--- src/rtl/fpa_pkg.sv ---
package fpa_pkg;

   typedef enum logic [3:0] {
      OP_FROM_FLOAT = 4'd0,
      OP_FROM_INT   = 4'd1,
      OP_TO_FLOAT   = 4'd2,
      OP_TO_INT     = 4'd3,
      OP_ADD        = 4'd4,
      OP_SUB        = 4'd5,
      OP_MUL        = 4'd6,
      OP_DIV        = 4'd7,
      OP_COMPARE    = 4'd8,
      OP_INC        = 4'd9,
      OP_DEC        = 4'd10,
      OP_MIN        = 4'd11,
      OP_MAX        = 4'd12
   } op_type;

   localparam int ExpBias  = 127;
   localparam int MantBits = 23;
   localparam int ExpBits  = 8;
   localparam logic [31:0] SignBit = 32'h8000_0000;

   typedef struct packed {
      logic [3:0]  op;
      logic [31:0] op_a;
      logic [31:0] op_b;
      logic [31:0] float_in;
      logic [23:0] int_in;
   } entry_type;

   typedef struct packed {
      logic [31:0] raw_result;
      logic [31:0] float_out;
      logic [23:0] int_out;
      logic        less_than;
      logic        equal_to;
      logic        greater_than;
      logic        range_error;
   } result_type;

   function automatic logic [4:0] lead_one(input logic [31:0] v);
      logic [4:0] idx;
      idx = 5'd0;
      for (int i = 1; i < 32; i++) begin
         if (v[i]) begin
            idx = 5'(i);
         end
      end
      return idx;
   endfunction

endpackage

--- src/rtl/fpa_front.sv ---
module fpa_front (
   input  logic                clock,
   input  logic                reset,
   input  logic                start,
   output logic                busy,
   input  logic [3:0]          req_type,
   input  logic signed [31:0]  req_op_a,
   input  logic signed [31:0]  req_op_b,
   input  logic [31:0]         req_float_in,
   input  logic signed [23:0]  req_int_in,
   output logic                q_valid,
   output fpa_pkg::entry_type  q_entry,
   input  logic                q_pop
);
   logic               full_ff, full_in;
   fpa_pkg::entry_type entry_ff, entry_in;

   assign busy    = full_ff;
   assign q_valid = full_ff;
   assign q_entry = entry_ff;

   always_comb begin
      full_in  = full_ff;
      entry_in = entry_ff;
      if (q_pop) begin
         full_in = 1'b0;
      end
      if (start && !full_ff) begin
         full_in           = 1'b1;
         entry_in.op       = req_type;
         entry_in.op_a     = req_op_a;
         entry_in.op_b     = req_op_b;
         entry_in.float_in = req_float_in;
         entry_in.int_in   = req_int_in;
      end
   end

   always_ff @(posedge clock) begin
      entry_ff <= entry_in;
      if (reset) begin
         full_ff <= 1'b0;
      end else begin
         full_ff <= full_in;
      end
   end
endmodule

--- src/rtl/fpa_back.sv ---
module fpa_back #(
   parameter int FRAC_WIDTH = 8
) (
   input  logic               clock,
   input  logic               reset,
   input  logic               q_valid,
   input  fpa_pkg::entry_type q_entry,
   output logic               q_pop,
   output logic               res_valid,
   output fpa_pkg::result_type res
);
   typedef enum logic [2:0] {
      S_IDLE = 3'b001,
      S_DIV  = 3'b010,
      S_MUL  = 3'b100
   } state_type;

   localparam int DivSteps = 32 + FRAC_WIDTH;
   localparam int CntW = $clog2(DivSteps + 1);

   state_type           state_ff, state_in;
   logic [CntW-1:0]     cnt_ff, cnt_in;
   logic [63:0]         num_ff, num_in;
   logic [32:0]         rem_ff, rem_in;
   logic [31:0]         den_ff, den_in;
   logic                neg_ff, neg_in;
   logic [63:0]         prod_ff, prod_in;
   logic                rv_ff, rv_in;
   fpa_pkg::result_type res_ff, res_in;

   fpa_pkg::result_type quick;
   logic signed [31:0]  a, b;
   logic [31:0]         mag, mb, tr, fr;
   logic [4:0]          lo;
   logic [32:0]         tt, trial;
   logic signed [33:0]  iv;
   logic [31:0]         fmag, fmant;
   logic signed [9:0]   fexp, fs;
   logic [63:0]         fshift;

   assign a = q_entry.op_a;
   assign b = q_entry.op_b;
   assign res_valid = rv_ff;
   assign res = res_ff;

   always_comb begin
      quick = '0;
      mag   = a[31] ? 32'(-a) : a;
      mb    = b[31] ? 32'(-b) : b;
      lo    = fpa_pkg::lead_one(mag);
      fr    = '0;
      tr    = mag;
      tt    = '0;
      iv    = '0;
      fmant = {8'd0, 1'b1, q_entry.float_in[22:0]};
      fexp  = 10'(q_entry.float_in[30:23]) - 10'(fpa_pkg::ExpBias);
      fs    = fexp - 10'(fpa_pkg::MantBits) + 10'(FRAC_WIDTH);
      fshift = '0;
      fmag  = '0;
      case (q_entry.op)
         fpa_pkg::OP_FROM_FLOAT: begin
            if (fexp >= 10'(31 - FRAC_WIDTH)) begin
               if (q_entry.float_in[31] && fexp == 10'(31 - FRAC_WIDTH)
                   && q_entry.float_in[22:0] == '0) begin
                  quick.raw_result = 32'h8000_0000;
               end else begin
                  quick.range_error = 1'b1;
                  quick.raw_result = q_entry.float_in[31] ? 32'h8000_0000
                                                          : 32'h7FFF_FFFF;
               end
            end else begin
               if (fs >= 0) begin
                  fshift = {32'd0, fmant} << fs[5:0];
               end else if (-fs >= 10'sd32) begin
                  fshift = '0;
               end else begin
                  fshift = {32'd0, fmant >> 6'(-fs)};
               end
               fmag = fshift[31:0];
               quick.raw_result = q_entry.float_in[31] ? 32'(-fmag) : fmag;
            end
         end
         fpa_pkg::OP_FROM_INT:
            quick.raw_result = 32'({{8{q_entry.int_in[23]}}, q_entry.int_in} << FRAC_WIDTH);
         fpa_pkg::OP_TO_FLOAT: begin
            if (mag != '0) begin
               if (lo >= 5'(fpa_pkg::MantBits)) begin
                  fr = mag >> (lo - 5'(fpa_pkg::MantBits));
               end else begin
                  fr = mag << (5'(fpa_pkg::MantBits) - lo);
               end
               quick.float_out = {a[31], 8'(32'(lo) - FRAC_WIDTH + fpa_pkg::ExpBias),
                                  fr[22:0]};
            end
         end
         fpa_pkg::OP_TO_INT: begin
            if (lo > 5'(fpa_pkg::MantBits)) begin
               tr = mag & ~((32'd1 << (lo - 5'(fpa_pkg::MantBits))) - 32'd1);
            end
            tt = ({1'b0, tr} + (33'd1 << (FRAC_WIDTH - 1))) >> FRAC_WIDTH;
            iv = a[31] ? -$signed({1'b0, tt}) : $signed({1'b0, tt});
            if (iv > 34'sd8388607) begin
               quick.int_out = 24'h7F_FFFF;
            end else if (iv < -34'sd8388608) begin
               quick.int_out = 24'h80_0000;
            end else begin
               quick.int_out = iv[23:0];
            end
         end
         fpa_pkg::OP_ADD: quick.raw_result = 32'(a + b);
         fpa_pkg::OP_SUB: quick.raw_result = 32'(a - b);
         fpa_pkg::OP_COMPARE: begin
            quick.less_than    = a < b;
            quick.equal_to     = a == b;
            quick.greater_than = a > b;
         end
         fpa_pkg::OP_INC: quick.raw_result = 32'(a + 32'sd1);
         fpa_pkg::OP_DEC: quick.raw_result = 32'(a - 32'sd1);
         fpa_pkg::OP_MIN: quick.raw_result = (a < b) ? a : b;
         fpa_pkg::OP_MAX: quick.raw_result = (a > b) ? a : b;
         fpa_pkg::OP_DIV: quick.range_error = (b == '0);
         default: quick = '0;
      endcase
   end

   always_comb begin
      state_in = state_ff;
      cnt_in   = cnt_ff;
      num_in   = num_ff;
      rem_in   = rem_ff;
      den_in   = den_ff;
      neg_in   = neg_ff;
      prod_in  = prod_ff;
      rv_in    = 1'b0;
      res_in   = res_ff;
      q_pop    = 1'b0;
      trial    = {rem_ff[31:0], num_ff[63]} - {1'b0, den_ff};
      case (state_ff)
         S_IDLE: begin
            if (q_valid) begin
               q_pop = 1'b1;
               if (q_entry.op == fpa_pkg::OP_DIV && b != '0) begin
                  state_in = S_DIV;
                  num_in   = {mag, 32'd0};
                  den_in   = mb;
                  rem_in   = '0;
                  neg_in   = a[31] ^ b[31];
                  cnt_in   = CntW'(DivSteps);
               end else if (q_entry.op == fpa_pkg::OP_MUL) begin
                  state_in = S_MUL;
                  prod_in  = 64'($signed(a) * $signed(b));
               end else begin
                  rv_in  = 1'b1;
                  res_in = quick;
               end
            end
         end
         S_DIV: begin
            if (!trial[32]) begin
               rem_in = trial;
               num_in = {num_ff[62:0], 1'b1};
            end else begin
               rem_in = {rem_ff[31:0], num_ff[63]};
               num_in = {num_ff[62:0], 1'b0};
            end
            cnt_in = cnt_ff - 1'b1;
            if (cnt_ff == CntW'(1)) begin
               state_in = S_IDLE;
            end
         end
         S_MUL: begin
            res_in = '0;
            res_in.raw_result = 32'($signed(prod_ff) >>> FRAC_WIDTH);
            rv_in = 1'b1;
            state_in = S_IDLE;
         end
         default: state_in = S_IDLE;
      endcase
      if (state_ff == S_DIV && cnt_ff == CntW'(1)) begin
         rv_in  = 1'b1;
         res_in = '0;
         res_in.raw_result = neg_ff ? 32'(-num_in[31:0]) : num_in[31:0];
      end
   end

   always_ff @(posedge clock) begin
      num_ff  <= num_in;
      rem_ff  <= rem_in;
      den_ff  <= den_in;
      neg_ff  <= neg_in;
      prod_ff <= prod_in;
      res_ff  <= res_in;
      if (reset) begin
         state_ff <= S_IDLE;
         cnt_ff   <= '0;
         rv_ff    <= 1'b0;
      end else begin
         state_ff <= state_in;
         cnt_ff   <= cnt_in;
         rv_ff    <= rv_in;
      end
   end
endmodule

--- src/rtl/fixed_point_alu_with_float_convert_core.sv ---
// Fixed-point ALU with float conversion, signed 32-bit words, FRAC_WIDTH fraction bits.
// Request channel: drive req_* and raise start; a request is taken at a clock edge
// where start is high and busy is low. busy is high while the one-entry queue
// between the front and the execution unit holds a request.
// Response channel: rsp_valid is high for exactly one cycle with all rsp_* fields;
// fields an operation does not produce are zero. The receiver cannot stall.
// From acceptance: the queue holds the request until the execution unit pops it and
// registers the result; mul goes through a product register, div through the restoring
// divider, one quotient bit per cycle. The queue can refill while a div runs.
// Reset clears the queue and the execution state; no request is in flight after.
module fixed_point_alu_with_float_convert_core #(
   parameter int FRAC_WIDTH = 8
) (
   input  logic               clock,
   input  logic               reset,
   input  logic               start,
   output logic               busy,
   input  logic [3:0]         req_type,
   input  logic signed [31:0] req_op_a,
   input  logic signed [31:0] req_op_b,
   input  logic [31:0]        req_float_in,
   input  logic signed [23:0] req_int_in,
   output logic               rsp_valid,
   output logic signed [31:0] rsp_raw_result,
   output logic [31:0]        rsp_float_out,
   output logic signed [23:0] rsp_int_out,
   output logic               rsp_less_than,
   output logic               rsp_equal_to,
   output logic               rsp_greater_than,
   output logic               rsp_range_error
);
   logic                q_valid, q_pop;
   fpa_pkg::entry_type  q_entry;
   fpa_pkg::result_type res;

   fpa_front u_front (
      .clock, .reset, .start, .busy, .req_type, .req_op_a, .req_op_b,
      .req_float_in, .req_int_in, .q_valid, .q_entry, .q_pop
   );

   fpa_back #(.FRAC_WIDTH(FRAC_WIDTH)) u_back (
      .clock, .reset, .q_valid, .q_entry, .q_pop,
      .res_valid(rsp_valid), .res
   );

   assign rsp_raw_result   = res.raw_result;
   assign rsp_float_out    = res.float_out;
   assign rsp_int_out      = res.int_out;
   assign rsp_less_than    = res.less_than;
   assign rsp_equal_to     = res.equal_to;
   assign rsp_greater_than = res.greater_than;
   assign rsp_range_error  = res.range_error;
endmodule

--- config.mk ---
export PLATFORM = sky130hd
export DESIGN_NAME = fixed_point_alu_with_float_convert_core
export DESIGN_NICKNAME = d
export VERILOG_FILES = /design/src/rtl/fpa_pkg.sv /design/src/rtl/fpa_front.sv /design/src/rtl/fpa_back.sv /design/src/rtl/fixed_point_alu_with_float_convert_core.sv
export SDC_FILE = /design/constraint.sdc
export NUM_CORES = 2
export LEC_CHECK = 0
export BUFFER_PORTS_ARGS = -buffer_cell sky130_fd_sc_hd__buf_2
export CORE_UTILIZATION = 54
export CTS_CLUSTER_DIAMETER = 40
export DETAILED_ROUTE_END_ITERATION = 16
export PLACE_DENSITY = 0.71
export SLEW_MARGIN = 10
export SYNTH_ARGS = -nofsm -noshare
export SYNTH_HDL_FRONTEND = slang
export SYNTH_SLANG_ARGS = --single-unit
--- constraint.sdc ---
create_clock -name clock -period 10.4 [get_ports clock]
set_input_delay 0.52 -clock clock [delete_from_list [all_inputs] [get_ports clock]]
set_output_delay 0.52 -clock clock [all_outputs]
set_load 0.01 [all_outputs]
# Word level (Yosys, flattened, before mapping)

Cells that the tools add are included.

$add $sub $neg: 21
Multipliers: 1
Magnitude comparators: 9
Eq/ne operators: 27
Shifts and indexed selects: 5
Muxes and demuxes: 88
Bitwise logic cells: 4
Reduce and logical (&&, ||, !) cells: 21

Operators with widths:

| kind                    | count |
|---|---|
| $mux W32                | 19 |
| $mux W92                | 4 |
| $pmux W32 S8            | 1 |
| $pmux W92 S2            | 1 |
| $mux W5                 | 30 |
| $mux W64                | 2 |
| $neg A32 Y32            | 4 |
| $pmux W64 S2            | 1 |
| $mux W24                | 3 |
| $pmux W32 S2            | 1 |
| $reduce_bool A32 Y1     | 2 |
| $mul A32 B32 Y40        | 1 |
| $gt A34 B24 Y1 const B  | 1 |
| $lt A34 B24 Y1 const B  | 1 |
| $mux W34                | 1 |
| $neg A25 Y34            | 1 |
| $add A32 B8 Y33 const B | 1 |
| $sub A33 B32 Y33        | 1 |
| $add A32 B2 Y32 const B | 1 |
| $add A32 B32 Y32        | 1 |
| $and A32 B32 Y32        | 1 |
| $eq A32 B32 Y1          | 1 |
| $gt A32 B32 Y1          | 1 |
| $logic_not A32 Y1       | 1 |
| other kinds (56)        | 95 |

Register bits: 396
Input port bits: 127
Output and inout port bits: 94
Word-level logic and storage cells: 199

# Logic depth before layout (Yosys ltp)

Depth in word-level cells: 52
Gate-level depth with buffers: 38
Depth with buffers taken out: 31

# By module

Synthesis repeated with hierarchy kept, for this count alone.

Cells, all modules: 6494
Area total of the unflattened synthesis: 55229.2 µm²

By module, submodules not included:

| module    | times used | cells each | area an instance (µm²) | seq. area each (µm²) |
|---|---|---|---|---|
| fpa_back  | 1          | 6365       | 51458.1                | 6876.6 |
| fpa_front | 1          | 129        | 3771.1                 | 3743.6 |

# Least setup slack after synthesis

Ideal clock, no wire load.

Kind: flip-flop to flip-flop
Start point: reg u_front.entry_ff, in the netlist u_front.q_entry[89]
End point: reg u_back.res_ff, in the netlist u_back.res[16]
Setup time: 0.122 ns
Data arrival time: 8.447 ns
Required time: 10.278 ns
Setup slack: 1.831 ns
Cell stages (with the launch flop): 37
Buffers on the path: 8
Period minus slack after synthesis: 8.569 ns
Cell sequence: edfxtp_1 clkbuf_1 clkbuf_1 clkinv_1 buf_1 ha_1 nor4b_4 nand4_1 or4_4 nand2_1 xor2_1 and4_1 o211ai_1 nand2_1 clkbuf_1 clkbuf_1 ha_1 clkbuf_1 inv_1 o32ai_2 o21ai_2 o21ai_1 nor2_1 nor2_1 ha_1 o211a_1 buf_2 o211ai_1 nor4_4 a21bo_2 nand4_1 a2111oi_4 a21o_1 o41ai_2 and2_2 buf_6 a221o_1

Cells in the longest elaborated chain, start to end: 51
Elaborated cells between the ends (all ways): 53
Classes of those cells: add/sub (5); order compare (3); shift (1); mux (42); bitwise (2)

Ends and longest elaborated chain:

| what                   | line            | source |
|---|---|---|
| from (decl)            | fpa_front.sv:16 | `fpa_pkg::entry_type entry_ff, entry_in;` |
| from (signal assigned) | fpa_front.sv:39 | `entry_ff <= entry_in;` |
| $neg A32 Y32           | fpa_back.sv:48  | `mag = a[31] ? 32'(-a) : a;` |
| $mux W32 *             | fpa_back.sv:48  |  |
| $mux W1                | fpa_pkg.sv:46   | `if (v[i]) begin` |
| $mux W5 (30 in series) | fpa_pkg.sv:46   |  |
| $sub A5 B5 Y5          | fpa_back.sv:98  | `tr = mag & ~((32'd1 << (lo - 5'(fpa_pkg::MantBits))) - 32'd1);` |
| $shl A1 B5 Y32         | fpa_back.sv:98  |  |
| $sub A32 B1 Y32        | fpa_back.sv:98  |  |
| $not A32 Y32           | fpa_back.sv:98  |  |
| (+6 left out)          | n/a             |  |
| $lt A34 B24 Y1         | fpa_back.sv:104 | `end else if (iv < -34'sd8388608) begin` |
| $mux W24               | fpa_back.sv:104 |  |
| $mux W24 *             | fpa_back.sv:102 | `if (iv > 34'sd8388607) begin` |
| $mux W24 *             | fpa_back.sv:60  | `case (q_entry.op)` |
| $mux W92 *             | fpa_back.sv:149 | `end else if (q_entry.op == fpa_pkg::OP_MUL) begin` |
| $mux W92 *             | fpa_back.sv:142 | `if (q_entry.op == fpa_pkg::OP_DIV && b != '0) begin` |
| $mux W92 *             | fpa_back.sv:140 | `if (q_valid) begin` |
| $pmux W92 S2 *         | fpa_back.sv:138 | `case (state_ff)` |
| to (signal assigned)   | fpa_back.sv:192 | `res_ff <= res_in;` |
| to (decl)              | fpa_back.sv:29  | `fpa_pkg::result_type res_ff, res_in;` |

Every way passes the cells marked *; elsewhere a longest branch is shown, timed or not. The select of a mux whose other input is x is not followed.
A chain may end at the register's enable or synchronous reset.

# Worst setup path in the final report

Start point: reg u_front.entry_ff, in the netlist u_front.q_entry[102]
End point: reg u_back.res_ff, in the netlist u_back.res[13]

Cells in the longest elaborated chain, start to end: 38
Elaborated cells between the ends (all ways): 40
Classes of those cells: add/sub (5); order compare (3); shift (1); mux (29); bitwise (2)

Ends and longest elaborated chain:

| what                   | line |
|---|---|
| $neg A32 Y32           | fpa_back.sv:48 |
| $mux W32 *             | fpa_back.sv:48 |
| $mux W5 (18 in series) | fpa_pkg.sv:46 |
| $sub A5 B5 Y5          | fpa_back.sv:98 |
| $shl A1 B5 Y32         | fpa_back.sv:98 |
| $sub A32 B1 Y32        | fpa_back.sv:98 |
| $not A32 Y32           | fpa_back.sv:98 |
| $and A32 B32 Y32       | fpa_back.sv:98 |
| (+5 left out)          | n/a |
| $lt A34 B24 Y1         | fpa_back.sv:104 |
| $mux W24               | fpa_back.sv:104 |
| $mux W24 *             | fpa_back.sv:102 |
| $mux W24 *             | fpa_back.sv:60 |
| $mux W92 *             | fpa_back.sv:149 |
| $mux W92 *             | fpa_back.sv:142 |
| $mux W92 *             | fpa_back.sv:140 |
| $pmux W92 S2 *         | fpa_back.sv:138 |

Marks and branches as above.

==> impl_metrics.ini <==
[synthesis]
synth_compound_area_frac = 0.146
synth-seq-cells = 388
synth_edf_count = 285
avgSynthCellArea_um2 = 8.52
netlist_area_mm2 = 0.0552
synth_top_family_by_area = adder cells
syn-instance-count = 6476
ys_seq_area_frac = 0.192
async_flop_share = 0
synthMuxAreaShare = 0.0406
synth_adder_area_share = 0.300
synth_simple_gate_area_frac = 0.176
synthXorXnorAreaFrac = 0.0559
syn_nets = 7540
yosysWarnings = 0
synthFlopType = edfxtp_1
netlist-cell-type-count = 120

[floorplan]
core_area_mm2 = 0.101
rows = 116
die_h_um = 322
initial_core_util = 0.548
io_pins = 221
die_x_um = 322
die-area_mm2 = 0.103

[sta]
finalCriticalPeriod_ns = 9.30
slew_headroom = 0.100
fmax_ghz = 0.107
post-route-period-util = 0.895
rsz0062_at_grt = no
hold_viol_final = 0
report.final.slew_viol_count = 0
tightest_slew_ns = 1.34
clock_skew_ns = 0.0240
finalSetupViolCount = 0
finalSetupTns_ns = 0

[routing]
wire_per_inst_um = 25.8
ant_nets = 0
vias = 49800
wirelength_mm = 206
drtPass1Iterations = 8
drt_iter0_markers = 6374
via_per_inst = 6.24
drc = 0

[setup_path]
crit_type = register to register
crit_required_ns = 10.99
worstPathArrival_ns = 9.90
crit_fanout = 20
cp_slowest_cell = a31oi_2
slowest_delay_ns = 0.78
end_kind = register
start_kind = register

[clock_network]
cts_setup_buffers = 0
cts_tree = yes
hold_buffers = 0
clock-root-buffer = clkbuf_16
clk-insertion-delay-late_ns = 0.66
ctsHtreeMaxLevel = 3
numCtsBuffers = 76
path_clk_slew_ns = 0.05
clockBufferDepth = 3
post_cts_resized = 0
clock-sinks = 388

[global_route]
gr-total-overflow = 0
grt.total_usage = 0.398
antenna_found_initial = 11
grt_pass1_vias = 48700
grt_pass1_wl_mm = 306
grt_max_degree = 125

[placed_design]
io_buffers = 220
gp_congestion = 1.06
dp_hpwl_mm = 156

[finish]
fill_cells = 9016
areaGrowthSynthToFinish_pct = 9.72
fin_nets = 7609
multiInputGateArea_mm2 = 0.0398
regArea_mm2 = 0.0106
drive_above_1_share = 0.103

[outcome]
status = completed

[min_path]
hold_path_class = primary input to register

[job]
maxCapViolCount = 0
## state kept, by name, indices dropped and copies added, names as in the netlist
signal / cells
u_front.q_entry: 124
u_back.res: 92
u_back.num_ff: 64
u_back.den_ff: 32
u_back.prod_ff: 32
u_back.rem_ff: 32
u_back.cnt_ff: 6
u_back.state_ff: 3
u_back.neg_ff: 1
u_back.res_valid: 1
u_front.busy: 1
## cell type report
class | instances | area share
Multi-Input combinational cell | 4794 | 0.657
Sequential cell | 388 | 0.175
Inverter | 893 | 0.0554
Timing Repair Buffer | 392 | 0.0401
Clock buffer | 92 | 0.0341
Tap cell | 1357 | 0.0280
Clock inverter | 48 | 0.00996
Antenna cell | 7 | 0.000289
## path summary, 6_finish.rpt
kind	from	to	slack, ns	depth (start not counted)
setup / recovery	u_front.q_entry[102]$_DFFE_PP_	u_back.res[13]$_SDFFE_PP0P_	1.10	30
hold / removal	req_float_in[13]	u_front.q_entry[37]$_DFFE_PP_	0.03	1
setup reg to reg	u_front.q_entry[102]$_DFFE_PP_	u_back.res[13]$_SDFFE_PP0P_	1.10	30
hold reg to reg	u_back.res[28]$_SDFFE_PP0P_	u_back.res[28]$_SDFFE_PP0P_	0.46	2
## stage by stage
stage | setup slack [ns] | cells | hold slack (ns) | util | instance area, um2
floorplan | 1.83 | 6476 | 0.456 | - | 55200
global placement | 1.49 | 7824 | 0.442 | 0.575 | 57900
detailed placement | 1.38 | 7824 | 0.454 | 0.575 | 57900
CTS | 1.34 | 7964 | 0.00971 | 0.601 | 60500
global route | 0.705 | 7966 | 0.0147 | 0.601 | 60500
finish | 1.10 | 7971 | 0.0336 | 0.601 | 60600
## synthesized netlist by cell type, types with 108 or more instances
master / count / area share
nand3_1: 108 / 0.0098
nand2_1: 923 / 0.063
edfxtp_1: 285 / 0.16
xnor2_1: 244 / 0.039
fa_1: 645 / 0.23
clkbuf_1: 318 / 0.022
nor3_1: 108 / 0.0098
ha_1: 292 / 0.066
and2_1: 184 / 0.021
inv_1: 880 / 0.060
nor2_1: 449 / 0.031
mux2i_1: 164 / 0.030
a21oi_1: 325 / 0.029
o21ai_0: 283 / 0.026
## placed cells by master (no fill, tap or decap), types with 19 or more instances in the layout
cell type,count
nand3_1,108
inv_1,879
a221oi_1,26
o31ai_1,44
edfxtp_1,285
o21ai_0,282
a22oi_1,62
fa_1,645
nor4_1,28
mux2i_1,164
a21o_1,37
a221o_1,26
xnor2_1,241
mux2_2,31
a21oi_1,324
buf_4,169
nor2_1,444
a31oi_1,32
nand4_1,39
a211oi_1,34
o22ai_1,25
xor2_1,94
o211ai_1,42
and2_1,184
or2_2,25
nand2_1,922
clkbuf_16,80
nor3_1,106
or3_1,58
o21a_1,19
buf_2,220
and3_1,31
nor2b_1,24
nand2b_1,40
a21boi_0,24
dfxtp_1,103
ha_1,291
## metal layers
layer  share of wire  global-route usage  vias up
met4           0.054               0.183        2
met3            0.12               0.107      634
li1                -                   -    21700
met2            0.42               0.589     2983
met5        0.000053                   0        -
met1            0.40               0.542    24400
## critical path: cells and delay by family, from the launching register on
kind,cells,cell delay [ns]
AOI/OAI and AO/OA,13,4.02
and+or+nand+nor,12,3.55
buffers and inverters,3,0.49
adders and majority gates,2,0.48
DFF,1,0.68
## logic make-up after synthesis
family	after synthesis
and+or+nand+nor	2098
buffers and inverters	1294
AOI/OAI and AO/OA	1208
adders and majority gates	937
DFF	388
xor gates and xnor gates	345
muxes	206
Power is left out: the tool's default activity adds up to more than one toggle a clock period on the data nets, which glitch-free logic cannot reach.
